==> src/design/pcg32_random_generator_unit_macros.svh <==
// assertion macros shared by the pcg32 generator rtl
// no dependencies; included by files that carry concurrent checks
`ifndef PCG32_RANDOM_GENERATOR_UNIT_MACROS_SVH
`define PCG32_RANDOM_GENERATOR_UNIT_MACROS_SVH

// same-cycle implication, disabled while reset is asserted
`define PCG32_ASSERT_NOW(name, clk, rst_n, ante, cons) \
  name: assert property (@(posedge clk) disable iff (!rst_n) (ante) |-> (cons)) \
    else $error("pcg32 same-cycle check failed");

// next-cycle implication, disabled while reset is asserted
`define PCG32_ASSERT_NEXT(name, clk, rst_n, ante, cons) \
  name: assert property (@(posedge clk) disable iff (!rst_n) (ante) |=> (cons)) \
    else $error("pcg32 next-cycle check failed");

`endif

==> src/design/pcg32_pkg.sv <==
// shared types, constants and the xsh-rr output function for the pcg32 generator
// no dependencies; imported by every pcg32 module
package pcg32_pkg;

  // lcg multiplier and its 32-bit halves
  localparam logic [63:0] PCG_MULT    = 64'h5851_F42D_4C95_7F2D;
  localparam logic [31:0] PCG_MULT_LO = PCG_MULT[31:0];
  localparam logic [31:0] PCG_MULT_HI = PCG_MULT[63:32];

  localparam int XS_SHIFT   = 18;
  localparam int XS_DROP    = 27;
  localparam int ROT_POS    = 59;
  localparam int FRAC_SHIFT = 8;

  // configuration register indexes
  localparam logic CFG_SEED   = 1'b0;
  localparam logic CFG_STREAM = 1'b1;

  typedef enum logic [1:0] {
    KIND_RESEED  = 2'd0,
    KIND_RAW     = 2'd1,
    KIND_BOUNDED = 2'd2,
    KIND_FRAC    = 2'd3
  } kind_e;

  typedef struct packed {
    logic [1:0]  kind;
    logic [31:0] bound;
  } in_t;

  typedef struct packed {
    logic [31:0] value;
    logic        bad_bound;
  } out_t;

  typedef enum logic [1:0] {
    VAL_ZERO,
    VAL_DRAW,
    VAL_FRAC,
    VAL_REM
  } val_sel_e;

  typedef enum logic [1:0] {
    MUL_NONE,
    MUL_LO_LO,
    MUL_LO_HI,
    MUL_HI_LO
  } mul_op_e;

  typedef enum logic [3:0] {
    S_IDLE,
    S_DECODE,
    S_RS_LOAD,
    S_MUL0,
    S_MUL1,
    S_MUL2,
    S_ADD,
    S_RS_SEED,
    S_THR,
    S_THR_WAIT,
    S_MOD,
    S_MOD_WAIT,
    S_EMIT
  } state_e;

  typedef struct packed {
    logic     load_item;
    logic     rs_load;
    mul_op_e  mul_op;
    logic     add_inc;
    logic     add_seed;
    logic     div_start;
    logic     div_sel_draw;
    logic     thr_load;
    logic     emit;
    val_sel_e emit_sel;
    logic     emit_bad;
  } cmd_t;

  typedef struct packed {
    logic bound_zero;
    logic draw_ok;
    logic div_done;
  } sts_t;

  // xsh-rr permutation of the pre-step state
  function automatic logic [31:0] pcg32_output(input logic [63:0] s);
    logic [63:0] x;
    logic [31:0] xs;
    logic [4:0]  rot;
    logic [63:0] dbl;
    x   = (s >> XS_SHIFT) ^ s;
    xs  = x[XS_DROP +: 32];
    rot = s[ROT_POS +: 5];
    dbl = {xs, xs} >> rot;
    return dbl[31:0];
  endfunction

endpackage

==> src/design/pcg32_divider.sv <==
// iterative restoring remainder unit, one quotient bit per cycle
// depends on pcg32_pkg
module pcg32_divider
  import pcg32_pkg::*;
(
  input  logic        clk_i,
  input  logic        rst_ni,
  input  logic        start_i,
  input  logic [31:0] dividend_i,
  input  logic [31:0] divisor_i,
  output logic        done_o,
  output logic [31:0] rem_o
);

  logic        busy_q, busy_d;
  logic        done_q, done_d;
  logic [4:0]  cnt_q, cnt_d;
  logic [31:0] rem_q, rem_d;
  logic [31:0] dvd_q, dvd_d;
  logic [32:0] trial;

  assign trial = {rem_q, dvd_q[31]};

  always_comb begin
    busy_d = busy_q;
    done_d = 1'b0;
    cnt_d  = cnt_q;
    rem_d  = rem_q;
    dvd_d  = dvd_q;
    if (start_i) begin
      busy_d = 1'b1;
      cnt_d  = 5'd31;
      rem_d  = '0;
      dvd_d  = dividend_i;
    end else if (busy_q) begin
      if (trial >= {1'b0, divisor_i}) begin
        rem_d = 32'(trial - {1'b0, divisor_i});
      end else begin
        rem_d = trial[31:0];
      end
      dvd_d = {dvd_q[30:0], 1'b0};
      cnt_d = cnt_q - 5'd1;
      if (cnt_q == '0) begin
        busy_d = 1'b0;
        done_d = 1'b1;
      end
    end
  end

  always_ff @(posedge clk_i or negedge rst_ni) begin
    if (!rst_ni) begin
      busy_q <= 1'b0;
      done_q <= 1'b0;
      cnt_q  <= '0;
    end else begin
      busy_q <= busy_d;
      done_q <= done_d;
      cnt_q  <= cnt_d;
    end
  end

  always_ff @(posedge clk_i) begin
    rem_q <= rem_d;
    dvd_q <= dvd_d;
  end

  assign done_o = done_q;
  assign rem_o  = rem_q;

endmodule

==> src/design/pcg32_datapath.sv <==
// lcg state, shared 32x32 multiplier, threshold and output registers
// depends on pcg32_pkg and pcg32_divider
module pcg32_datapath
  import pcg32_pkg::*;
(
  input  logic        clk_i,
  input  logic        rst_ni,
  input  cmd_t        cmd_i,
  output sts_t        sts_o,
  input  logic [31:0] bound_i,
  input  logic        cfg_we_i,
  input  logic        cfg_index_i,
  input  logic [63:0] cfg_data_i,
  output out_t        out_o
);

  logic [63:0] state_q, state_d;
  logic [63:0] inc_q, inc_d;
  logic [63:0] seed_q, seed_d;
  logic [62:0] stream_q, stream_d;
  logic [63:0] acc_q, acc_d;
  logic [31:0] draw_q, draw_d;
  logic [31:0] bound_q, bound_d;
  logic [31:0] thr_q, thr_d;
  out_t        out_q, out_d;

  logic [31:0] mul_a, mul_b;
  logic [63:0] prod;
  logic [31:0] div_dividend;
  logic [31:0] div_rem;
  logic        div_done;

  pcg32_divider u_div (
    .clk_i      (clk_i),
    .rst_ni     (rst_ni),
    .start_i    (cmd_i.div_start),
    .dividend_i (div_dividend),
    .divisor_i  (bound_q),
    .done_o     (div_done),
    .rem_o      (div_rem)
  );

  // threshold phase divides (2^32 - bound) at 32 bits
  assign div_dividend = cmd_i.div_sel_draw ? draw_q : 32'(32'd0 - bound_q);

  always_comb begin
    case (cmd_i.mul_op)
      MUL_LO_HI: begin
        mul_a = state_q[31:0];
        mul_b = PCG_MULT_HI;
      end
      MUL_HI_LO: begin
        mul_a = state_q[63:32];
        mul_b = PCG_MULT_LO;
      end
      default: begin
        mul_a = state_q[31:0];
        mul_b = PCG_MULT_LO;
      end
    endcase
  end

  assign prod = 64'(mul_a) * 64'(mul_b);

  always_comb begin
    acc_d  = acc_q;
    draw_d = draw_q;
    case (cmd_i.mul_op)
      MUL_LO_LO: begin
        acc_d  = prod;
        draw_d = pcg32_output(state_q);
      end
      MUL_LO_HI, MUL_HI_LO: begin
        acc_d[63:32] = acc_q[63:32] + prod[31:0];
      end
      default: begin
        acc_d = acc_q;
      end
    endcase
  end

  always_comb begin
    state_d = state_q;
    inc_d   = inc_q;
    if (cmd_i.rs_load) begin
      state_d = '0;
      inc_d   = {stream_q, 1'b1};
    end else if (cmd_i.add_inc) begin
      state_d = acc_q + inc_q;
    end else if (cmd_i.add_seed) begin
      state_d = state_q + seed_q;
    end
  end

  always_comb begin
    seed_d   = seed_q;
    stream_d = stream_q;
    if (cfg_we_i) begin
      case (cfg_index_i)
        CFG_SEED:   seed_d   = cfg_data_i;
        CFG_STREAM: stream_d = cfg_data_i[62:0];
        default:    seed_d   = seed_q;
      endcase
    end
  end

  always_comb begin
    bound_d = cmd_i.load_item ? bound_i : bound_q;
    thr_d   = cmd_i.thr_load ? div_rem : thr_q;
    out_d   = out_q;
    if (cmd_i.emit) begin
      case (cmd_i.emit_sel)
        VAL_DRAW: out_d.value = draw_q;
        VAL_FRAC: out_d.value = {{FRAC_SHIFT{1'b0}}, draw_q[31:FRAC_SHIFT]};
        VAL_REM:  out_d.value = div_rem;
        default:  out_d.value = '0;
      endcase
      out_d.bad_bound = cmd_i.emit_bad;
    end
  end

  always_ff @(posedge clk_i or negedge rst_ni) begin
    if (!rst_ni) begin
      state_q  <= '0;
      inc_q    <= 64'd1;
      seed_q   <= '0;
      stream_q <= '0;
    end else begin
      state_q  <= state_d;
      inc_q    <= inc_d;
      seed_q   <= seed_d;
      stream_q <= stream_d;
    end
  end

  always_ff @(posedge clk_i) begin
    acc_q   <= acc_d;
    draw_q  <= draw_d;
    bound_q <= bound_d;
    thr_q   <= thr_d;
    out_q   <= out_d;
  end

  assign sts_o.bound_zero = (bound_q == '0);
  assign sts_o.draw_ok    = (draw_q >= thr_q);
  assign sts_o.div_done   = div_done;
  assign out_o            = out_q;

endmodule

==> src/design/pcg32_ctrl.sv <==
// sequencing state machine for reseed, draw, rejection and modulo steps
// depends on pcg32_pkg and pcg32_random_generator_unit_macros.svh
`include "pcg32_random_generator_unit_macros.svh"

module pcg32_ctrl
  import pcg32_pkg::*;
(
  input  logic       clk_i,
  input  logic       rst_ni,
  input  logic       in_valid_i,
  output logic       in_ready_o,
  input  logic [1:0] kind_i,
  output logic       out_valid_o,
  input  logic       out_ready_i,
  input  sts_t       sts_i,
  output cmd_t       cmd_o
);

  state_e state_q, state_d;
  kind_e  kind_q, kind_d;
  logic   seed_done_q, seed_done_d;
  logic   out_valid_q, out_valid_d;
  logic   out_free;
  logic   accept;

  assign in_ready_o = (state_q == S_IDLE);
  assign accept     = in_valid_i && in_ready_o;
  assign out_free   = !out_valid_q || out_ready_i;

  // next state
  always_comb begin
    state_d = state_q;
    case (state_q)
      S_IDLE: begin
        if (in_valid_i) state_d = S_DECODE;
      end
      S_DECODE: begin
        case (kind_q)
          KIND_RESEED:  state_d = S_RS_LOAD;
          KIND_BOUNDED: state_d = sts_i.bound_zero ? S_EMIT : S_THR;
          default:      state_d = S_MUL0;
        endcase
      end
      S_RS_LOAD: state_d = S_MUL0;
      S_MUL0:    state_d = S_MUL1;
      S_MUL1:    state_d = S_MUL2;
      S_MUL2:    state_d = S_ADD;
      S_ADD: begin
        case (kind_q)
          KIND_RESEED:  state_d = seed_done_q ? S_EMIT : S_RS_SEED;
          KIND_BOUNDED: state_d = sts_i.draw_ok ? S_MOD : S_MUL0;
          default:      state_d = S_EMIT;
        endcase
      end
      S_RS_SEED: state_d = S_MUL0;
      S_THR:     state_d = S_THR_WAIT;
      S_THR_WAIT: begin
        if (sts_i.div_done) state_d = S_MUL0;
      end
      S_MOD:     state_d = S_MOD_WAIT;
      S_MOD_WAIT: begin
        if (sts_i.div_done) state_d = S_EMIT;
      end
      S_EMIT: begin
        if (out_free) state_d = S_IDLE;
      end
      default:   state_d = S_IDLE;
    endcase
  end

  // datapath commands
  always_comb begin
    cmd_o = '0;
    case (state_q)
      S_IDLE:     cmd_o.load_item = in_valid_i;
      S_RS_LOAD:  cmd_o.rs_load = 1'b1;
      S_MUL0:     cmd_o.mul_op = MUL_LO_LO;
      S_MUL1:     cmd_o.mul_op = MUL_LO_HI;
      S_MUL2:     cmd_o.mul_op = MUL_HI_LO;
      S_ADD:      cmd_o.add_inc = 1'b1;
      S_RS_SEED:  cmd_o.add_seed = 1'b1;
      S_THR:      cmd_o.div_start = 1'b1;
      S_THR_WAIT: cmd_o.thr_load = sts_i.div_done;
      S_MOD: begin
        cmd_o.div_start    = 1'b1;
        cmd_o.div_sel_draw = 1'b1;
      end
      S_EMIT: begin
        cmd_o.emit = out_free;
        case (kind_q)
          KIND_RAW:  cmd_o.emit_sel = VAL_DRAW;
          KIND_FRAC: cmd_o.emit_sel = VAL_FRAC;
          KIND_BOUNDED: begin
            cmd_o.emit_sel = sts_i.bound_zero ? VAL_ZERO : VAL_REM;
            cmd_o.emit_bad = sts_i.bound_zero;
          end
          default:   cmd_o.emit_sel = VAL_ZERO;
        endcase
      end
      default:    cmd_o = '0;
    endcase
  end

  always_comb begin
    kind_d      = accept ? kind_e'(kind_i) : kind_q;
    seed_done_d = seed_done_q;
    if (accept) begin
      seed_done_d = 1'b0;
    end else if (state_q == S_RS_SEED) begin
      seed_done_d = 1'b1;
    end
    out_valid_d = out_valid_q;
    if (cmd_o.emit) begin
      out_valid_d = 1'b1;
    end else if (out_ready_i) begin
      out_valid_d = 1'b0;
    end
  end

  always_ff @(posedge clk_i or negedge rst_ni) begin
    if (!rst_ni) begin
      state_q     <= S_IDLE;
      kind_q      <= KIND_RESEED;
      seed_done_q <= 1'b0;
      out_valid_q <= 1'b0;
    end else begin
      state_q     <= state_d;
      kind_q      <= kind_d;
      seed_done_q <= seed_done_d;
      out_valid_q <= out_valid_d;
    end
  end

  assign out_valid_o = out_valid_q;

  `PCG32_ASSERT_NEXT(a_accept_to_decode, clk_i, rst_ni, accept, state_q == S_DECODE)
  `PCG32_ASSERT_NOW(a_emit_needs_room, clk_i, rst_ni, cmd_o.emit, out_free)
  `PCG32_ASSERT_NEXT(a_mul_sequence, clk_i, rst_ni, state_q == S_MUL0, state_q == S_MUL1)
  `PCG32_ASSERT_NOW(a_reseed_seeded, clk_i, rst_ni, (state_q == S_EMIT) && (kind_q == KIND_RESEED), seed_done_q)

endmodule

==> src/design/pcg32_random_generator_unit.sv <==
// pcg32 xsh-rr generator: one request word in, one result word out per request
// raw and fraction requests take one lcg step; a reseed loads state 0, steps, adds the seed
// and steps again; a bounded request runs the divider for the threshold, steps until a draw is
// accepted, then runs the divider for the modulo; a zero bound skips both; one request at a time
// reset (rst_ni, async low): state 0, increment 1, seed and stream registers 0, no word pending
// depends on pcg32_pkg, pcg32_ctrl, pcg32_datapath, pcg32_divider
module pcg32_random_generator_unit
  import pcg32_pkg::*;
(
  input  logic        clk_i,
  input  logic        rst_ni,
  // request channel
  input  logic        in_valid_i,
  output logic        in_ready_o,
  input  in_t         in_i,
  // result channel
  output logic        out_valid_o,
  input  logic        out_ready_i,
  output out_t        out_o,
  // configuration writes: index 0 seed, index 1 stream select
  input  logic        cfg_we_i,
  input  logic        cfg_index_i,
  input  logic [63:0] cfg_data_i
);

  // the controller steps through the lcg update as three partial products
  // on one shared 32x32 multiplier (low x low, low x high, high x low),
  // followed by the increment add; the draw is taken from the pre-step state.
  // bounded draws run the divider once for the rejection threshold and once
  // for the final modulo, and repeat the step while the draw is below the
  // threshold. the result word sits in an output register, so the next
  // request can be taken while a finished word waits on the result channel.
  cmd_t cmd;
  sts_t sts;

  pcg32_ctrl u_ctrl (
    .clk_i       (clk_i),
    .rst_ni      (rst_ni),
    .in_valid_i  (in_valid_i),
    .in_ready_o  (in_ready_o),
    .kind_i      (in_i.kind),
    .out_valid_o (out_valid_o),
    .out_ready_i (out_ready_i),
    .sts_i       (sts),
    .cmd_o       (cmd)
  );

  // datapath holds the generator state, the config registers and the result word
  pcg32_datapath u_dp (
    .clk_i       (clk_i),
    .rst_ni      (rst_ni),
    .cmd_i       (cmd),
    .sts_o       (sts),
    .bound_i     (in_i.bound),
    .cfg_we_i    (cfg_we_i),
    .cfg_index_i (cfg_index_i),
    .cfg_data_i  (cfg_data_i),
    .out_o       (out_o)
  );

endmodule
==> config.mk <==
export PLATFORM = sky130hd
export DESIGN_NAME = pcg32_random_generator_unit
export DESIGN_NICKNAME = d
export VERILOG_FILES = /design/src/design/pcg32_pkg.sv /design/src/design/pcg32_divider.sv /design/src/design/pcg32_datapath.sv /design/src/design/pcg32_ctrl.sv /design/src/design/pcg32_random_generator_unit.sv
export VERILOG_INCLUDE_DIRS = /design/src /design/src/design
export SDC_FILE = /design/constraint.sdc
export NUM_CORES = 2
export LEC_CHECK = 0
export ABC_AREA = 1
export BUFFER_PORTS_ARGS = -buffer_cell sky130_fd_sc_hd__buf_2
export CORE_AREA = 2 2 250 499
export DETAILED_ROUTE_END_ITERATION = 6
export DIE_AREA = 0 0 252 501
export PLACE_DENSITY = 0.67
export SKIP_LAST_GASP = 1
export SLEW_MARGIN = 20
export SYNTH_ARGS = -nofsm -noshare
export SYNTH_HDL_FRONTEND = slang
export SYNTH_SLANG_ARGS = --single-unit
==> constraint.sdc <==
create_clock -name clk_i -period 16.19 [get_ports clk_i]
set_input_delay 4.0475 -clock clk_i [delete_from_list [all_inputs] [get_ports clk_i]]
set_output_delay 4.0475 -clock clk_i [all_outputs]
set_load 0.01 [all_outputs]
# == Word level (Yosys, flattened, before mapping) ==
# Index checks and enable logic that the tools add are counted.
# totals
regBits,526
output_inout_bits,35
# op_classes
addsub,6
multipliers,1
order_cmp,2
eq_ne,25
shift,1
n_mux,45
bitwise_logic,2
n_reduce_logical,19
# ops
cell,count
two-way mux 64 bit,3
two-way mux 32 bit,5
adder 64 bit,2
case mux 32 bit (3 select lines),1
case mux 32 bit (2 select lines),1
right shift 64 x 5 -> 32 bit,1
multiplier 32 x 31 -> 63 bit,1
bitwise XOR 46 x 59 -> 59 bit,1
case mux 4 bit (12 select lines),1
greater-or-equal comparator 33 x 32 -> 1 bit,1
adder 32 bit,1
greater-or-equal comparator 32 bit,1
zero test 32 bit,1
"subtractor 1 x 32 -> 32 bit, first input constant",1
subtractor 32 bit,1
two-way mux 29 bit,1
two-way mux 4 bit,7
"== test 4 bit, second input constant",5
two-way mux 1 bit,18
"== test 4 x 3 -> 1 bit, second input constant",4
case mux 4 bit (2 select lines),2
"== test 2 bit, second input constant",6
case mux 2 bit (3 select lines),2
two-way mux 5 bit,2
other kinds (20),32

# == Longest topological paths before layout ==
# logic_depth
word_depth,7
mapped_depth,51
depth_no_buf,49

# == Cells and area by module ==
# From an unflattened synthesis, not the netlist that was laid out.
# unflattened
hier_cells,8869
area_unflattened_um2,63677.3
# modules_own_cells
mod,n_inst,cells_per_inst,area_each_um2,seq_area_each_um2
pcg32_datapath,1,7804,57154.8,12151.7
pcg32_divider,1,955,5831.8,1776.7
pcg32_ctrl,1,110,690.7,200.2

# == Least setup slack after synthesis ==
# OpenSTA, ideal clock, no wires.
# synth_path
path_kind,register to register
startpoint,reg u_ctrl.state_q[1]
endpoint,reg u_dp.acc_q[58] (data pin)
setup_ns,0.256
arrival_time_ns,8.062
required_time_ns,15.934
slack_ns,7.873
stages_incl_launch_ff,38
n_path_buf,3
cell_sequence,dfrtp_1 > buf_4 > nor2_4 > inv_2 > nor2_4 > inv_4 > buf_6 > buf_6 > o21ai_2 > inv_2 > nor2_2 > fa_1 > fa_1 > fa_1 > fa_1 > inv_1 > fa_1 > inv_1 > [2 not listed] > inv_1 > fa_1 > inv_1 > ha_1 > nand2_1 > nor2_1 > nand2_1 > nor2_1 > nand2_1 > nand3_1 > xor2_1 > ha_1 > a21oi_1 > o21a_1 > a21boi_0 > nand3_1 > o21ai_0 > nand2_1
# synth_between
elab_chain_cells,7
elab_cells_between_ends,13
# synth_rtl
item,line_no,text
"start, declared",pcg32_ctrl.sv:19,"state_e state_q, state_d;"
"start signal, assigned",pcg32_ctrl.sv:127,state_q <= state_d;
== test 4 x 3 -> 1 bit / == test 4 x 2 -> 1 bit (equally long branches),pcg32_ctrl.sv:74,case (state_q)
case mux 2 bit (3 select lines) (*),pcg32_ctrl.sv:74,
== test 2 bit,pcg32_datapath.sv:47,case (cmd_i.mul_op)
two-way mux 32 bit / two-way mux 29 bit (equally long branches),pcg32_datapath.sv:47,
multiplier 32 x 31 -> 63 bit (*),pcg32_datapath.sv:63,assign prod = 64'(mul_a) * 64'(mul_b);
named net u_dp.prod[25],pcg32_datapath.sv:28,logic [63:0] prod;
adder 32 bit (*),pcg32_datapath.sv:74,acc_d[63:32] = acc_q[63:32] + prod[31:0];
case mux 32 bit (2 select lines) (*),pcg32_datapath.sv:68,case (cmd_i.mul_op)
named net u_dp.acc_d[58],pcg32_datapath.sv:21,"logic [63:0] acc_q, acc_d;"
"end signal, assigned",pcg32_datapath.sv:137,acc_q <= acc_d;
"end, declared",pcg32_datapath.sv:21,
# The timed path passes the listed nets; every way through them passes the cells marked *.
# A chain may end at the register's enable or synchronous reset.

# == Worst setup path in the final report ==
# layout_path
startpoint,reg u_ctrl.state_q[1]
endpoint,reg u_dp.acc_q[62] (data pin)
# Same word-level chain as after synthesis.

==> summary.txt <==
Global route
  – Total grt overflow: 0
  – Initial antenna violation count: 17
  – Vias in the first global route: 56600
  – First-pass GRT wire length: 376000 um
  – GRT Total Usage: 0.413
  – Largest net degree at the start of global routing: 138

Finish
  – Nets: 9992
  – Non-filler cells, final: 10295
  – Share of cells above drive strength 1: 0.0573
  – Area growth syn-to-layout: 7.09%
  – Fin util: 0.553

Critical path
  – Crit path max-delay cell type: o21ai_2
  – Kind of critical path: flip-flop to flip-flop
  – Crit path to: u_dp.acc_q[62]$_DFFE_PP_
  – Critical Path Fanout Max: 66
  – Worst R2R End: u_dp.acc_q[62]$_DFFE_PP_
  – Slowest stage delay, CP: 800 ps
  – CP Data Required Time: 16630 ps
  – Type of origin of the critical path: flip-flop
  – R2R Setup Slk: 5930 ps
  – Worst Setup SP: u_ctrl.state_q[1]$_DFFE_PN0P_
  – Crit path DAT: 10710 ps
  – Most frequent CP cell: fa_1
  – CP Capture Type: flip-flop
  – Worst reg2reg path depth: 36
  – R2r startpoint: u_ctrl.state_q[1]$_DFFE_PN0P_

CTS
  – # hold bufs at CTS: 0
  – CTS Sinks: 526
  – Maximum clock path buffer count: 3
  – Clk_lat worst skew: 690 ps
  – Clk root buf: clkbuf_16
  – CTS tree: done
  – Max H-tree Level: 2
  – Resized Gates After CTS: 0
  – Setup bufs post-CTS: 0
  – CTS Buf Count: 53
  – Clock-pin slew on the worst setup and hold paths: 70 ps

STA
  – Part of the cycle the worst path needs: 0.634
  – Final hold vios: 0
  – Final setup vio count: 0
  – Setup TNS: 0 ps
  – Fin worst setup slack: 5930 ps
  – Slew Limit Fails: 0
  – Fin Clk Skew: 62.5 ps
  – Hold_ws: 487 ps
  – Fin crit period: 10260 ps
  – Max-slew headroom: 0.255
  – Least-Margin Pin Slew: 1110 ps
  – RSZ-0062 raised after global routing: false
  – F_max: 0.0974 GHz

Synth
  – Post-Synth Simple-Gate Area: 0.242
  – Number of synthesized flops with an enable pin: 225
  – Cell count after synthesis: 8541
  – Synthesized area: 0.0633 mm2
  – Post-synthesis xor/xnor area fraction: 0.0127
  – Top-area cell type share of the netlist area: 0.174
  – FFs w/ async S/R, synth: 0.511
  – Post-synthesis mux area share: 0.0138
  – Synth Register Bits: 526
  – Synth unique cells: 65
  – Avg Inst Size Synth: 7.41 um2
  – Dominant synthesized flop cell: dfrtp_1
  – Synth warn: 0
  – Synth area leaders: fa_1 17%, nand2_1 14%, ha_1 13%
  – Sequential-to-total area share from yosys stat: 0.223
  – Compound-cell area share of the yosys netlist: 0.0833
  – Area share of fa/ha/maj cells after synthesis: 0.305
  – Area leader, netlist: fa_1
  – Dominant combinational cell family by area after synthesis: adder cells

Place
  – DP HPWL: 218000 um
  – DP Worst Slack: 6080 ps
  – Final GP Congestion: 1.08
  – Buffers added on ports: 138
  – Placed cells: 10185

Detailed routing
  – Final wirelength: 258000 um
  – DRT antenna net count: 0
  – Number of remaining DRC errors: 0
  – Starting DRT DRC Count: 5292
  – Pre-antenna DRT Iters: 6
  – Total number of vias: 57424
  – Via/cell ratio: 5.58
  – WL per Instance: 25.1 um

Floorplanning
  – Initial Util: 0.516
  – Die Area: 0.126 mm2
  – Core area: 0.123 mm2
  – Num ports: 139
  – Die Span Y: 501 um
  – Die W: 252 um
  – Row count: 182

Run
  – Max Cap Viol: 0

Status
  – Status: finished clean

Power
  – PD cells: 46.0 mW/mm2
  – Peak supply drop: 78.1 uV
  – Leakage power: 38.0 nW

Hold path
  – Hold Crit Class: flip-flop to flip-flop
## cell usage in the layout, fill, tap and decap left out, types with 26 or more instances in the layout
cell type,netlist,routed
mux2_2,65,65
o21ai_1,51,51
nand2_1,2287,2283
a21oi_1,326,326
dfxtp_1,32,32
xor2_1,57,57
edfxtp_1,225,225
nor2_2,24,26
nor2_1,574,568
conb_1,2,31
nand4_1,64,64
nor3_1,53,53
clkbuf_16,0,54
o211ai_1,40,40
nand3_1,601,601
buf_4,5,58
dfrtp_1,269,269
ha_1,662,662
xnor2_1,35,35
o21ai_0,404,403
buf_2,48,137
inv_2,39,39
inv_1,1786,1786
o21ai_2,27,27
fa_1,550,550
## cells by family after synthesis
group | count (synthesis)
and+or+nand+nor | 3702
adders and majority gates | 1212
other | 2
AOI/OAI and AO/OA | 954
buffers and inverters | 1974
DFF | 526
xor gates and xnor gates | 92
muxes | 79
## report_power, final
| group | total, mW | switching (mW) | leakage, nW | internal [mW] |
|---|---|---|---|---|
| clock | 1.38 | 0.633 | 0.910 | 0.748 |
| sequential | 1.46 | 0.0342 | 5.56 | 1.42 |
| combinational | 0.276 | 0.188 | 31.6 | 0.0877 |
| total | 3.11 | 0.855 | 38.0 | 2.26 |
## routing by layer
layer | wire, um | up-vias | GRT usage
met5 | 29 | - | 0
met4 | 25000 | 4 | 0.321
met3 | 18600 | 688 | 0.0599
met2 | 118000 | 2503 | 0.663
met1 | 97300 | 27171 | 0.498
li1 | - | 27058 | -
## through the flow
step,power (mW),cell area [um2]
floorplan,1.62,63400
global placement,1.75,65900
detailed placement,1.75,65900
CTS,3.13,67700
global route,3.20,67700
finish,3.11,67800
## registers in the layout, summed over array words and instances, names as in the netlist, 33 cells and up
signal         count
u_dp.acc_q        64
u_dp.state_q      64
u_dp.stream_q     63
u_dp.inc_q        63
u_dp.out_o        33
u_dp.seed_q       64
## worst max-delay path, delay by kind of cell (launching register included)
family | cells | cell delay, ps
buf+inv | 7 | 710
compound gates | 6 | 1570
flops | 1 | 580
xor+xnor | 1 | 370
fa+ha+maj | 10 | 4780
simple gates | 12 | 1980
## area by class of cell
cell class                 instances  area [um2]
antenna                           12        30.0
clock buffer                      60        1390
clock inverter                    38         469
fill                           12176       54800
inverter                        1828        6870
multi-input combinational       6070       41800
sequential                       526       14100
tap                             1564        1960
timing repair buffer             197        1160
## how the worst min path moves through the flow
stage | start | to | slack [ps] | cells after the start
after floorplan | u_dp.u_div.done_o$_DFF_PN0_ | u_ctrl.state_q[1]$_DFFE_PN0P_ | 420 | 1
after global placement | u_dp.stream_q[12]$_DFFE_PN0P_ | u_dp.stream_q[12]$_DFFE_PN0P_ | 460 | 2
after detailed placement | u_dp.stream_q[11]$_DFFE_PN0P_ | u_dp.stream_q[11]$_DFFE_PN0P_ | 470 | 2
after CTS | u_dp.stream_q[8]$_DFFE_PN0P_ | u_dp.stream_q[8]$_DFFE_PN0P_ | 490 | 2
after global routing | u_dp.stream_q[43]$_DFFE_PN0P_ | u_dp.stream_q[43]$_DFFE_PN0P_ | 500 | 2
final | u_dp.stream_q[42]$_DFFE_PN0P_ | u_dp.stream_q[42]$_DFFE_PN0P_ | 490 | 2
## cells in the mapped netlist (3+ instances only)
cell	count
nand2_1	2287
inv_1	1786
ha_1	662
nand3_1	601
nor2_1	574
fa_1	550
o21ai_0	404
a21oi_1	326
dfrtp_1	269
edfxtp_1	225
mux2_2	65
nand4_1	64
clkbuf_1	61
xor2_1	57
nor3_1	53
o21ai_1	51
buf_2	48
o211ai_1	40
inv_2	39
xnor2_1	35
dfxtp_1	32
o21ai_2	27
nand3b_1	25
nor2_2	24
o21bai_1	24
buf_1	23
or2_1	21
a21o_1	14
mux2i_1	14
or2_2	14
a31oi_1	12
nor4_1	12
o21a_1	12
a21boi_0	9
buf_6	9
nor2_4	9
o221ai_1	8
o22ai_1	8
buf_4	5
a32o_1	4
a22oi_1	3
and2_1	3
nand2_2	3
Power figures use the tool's default switching activity.
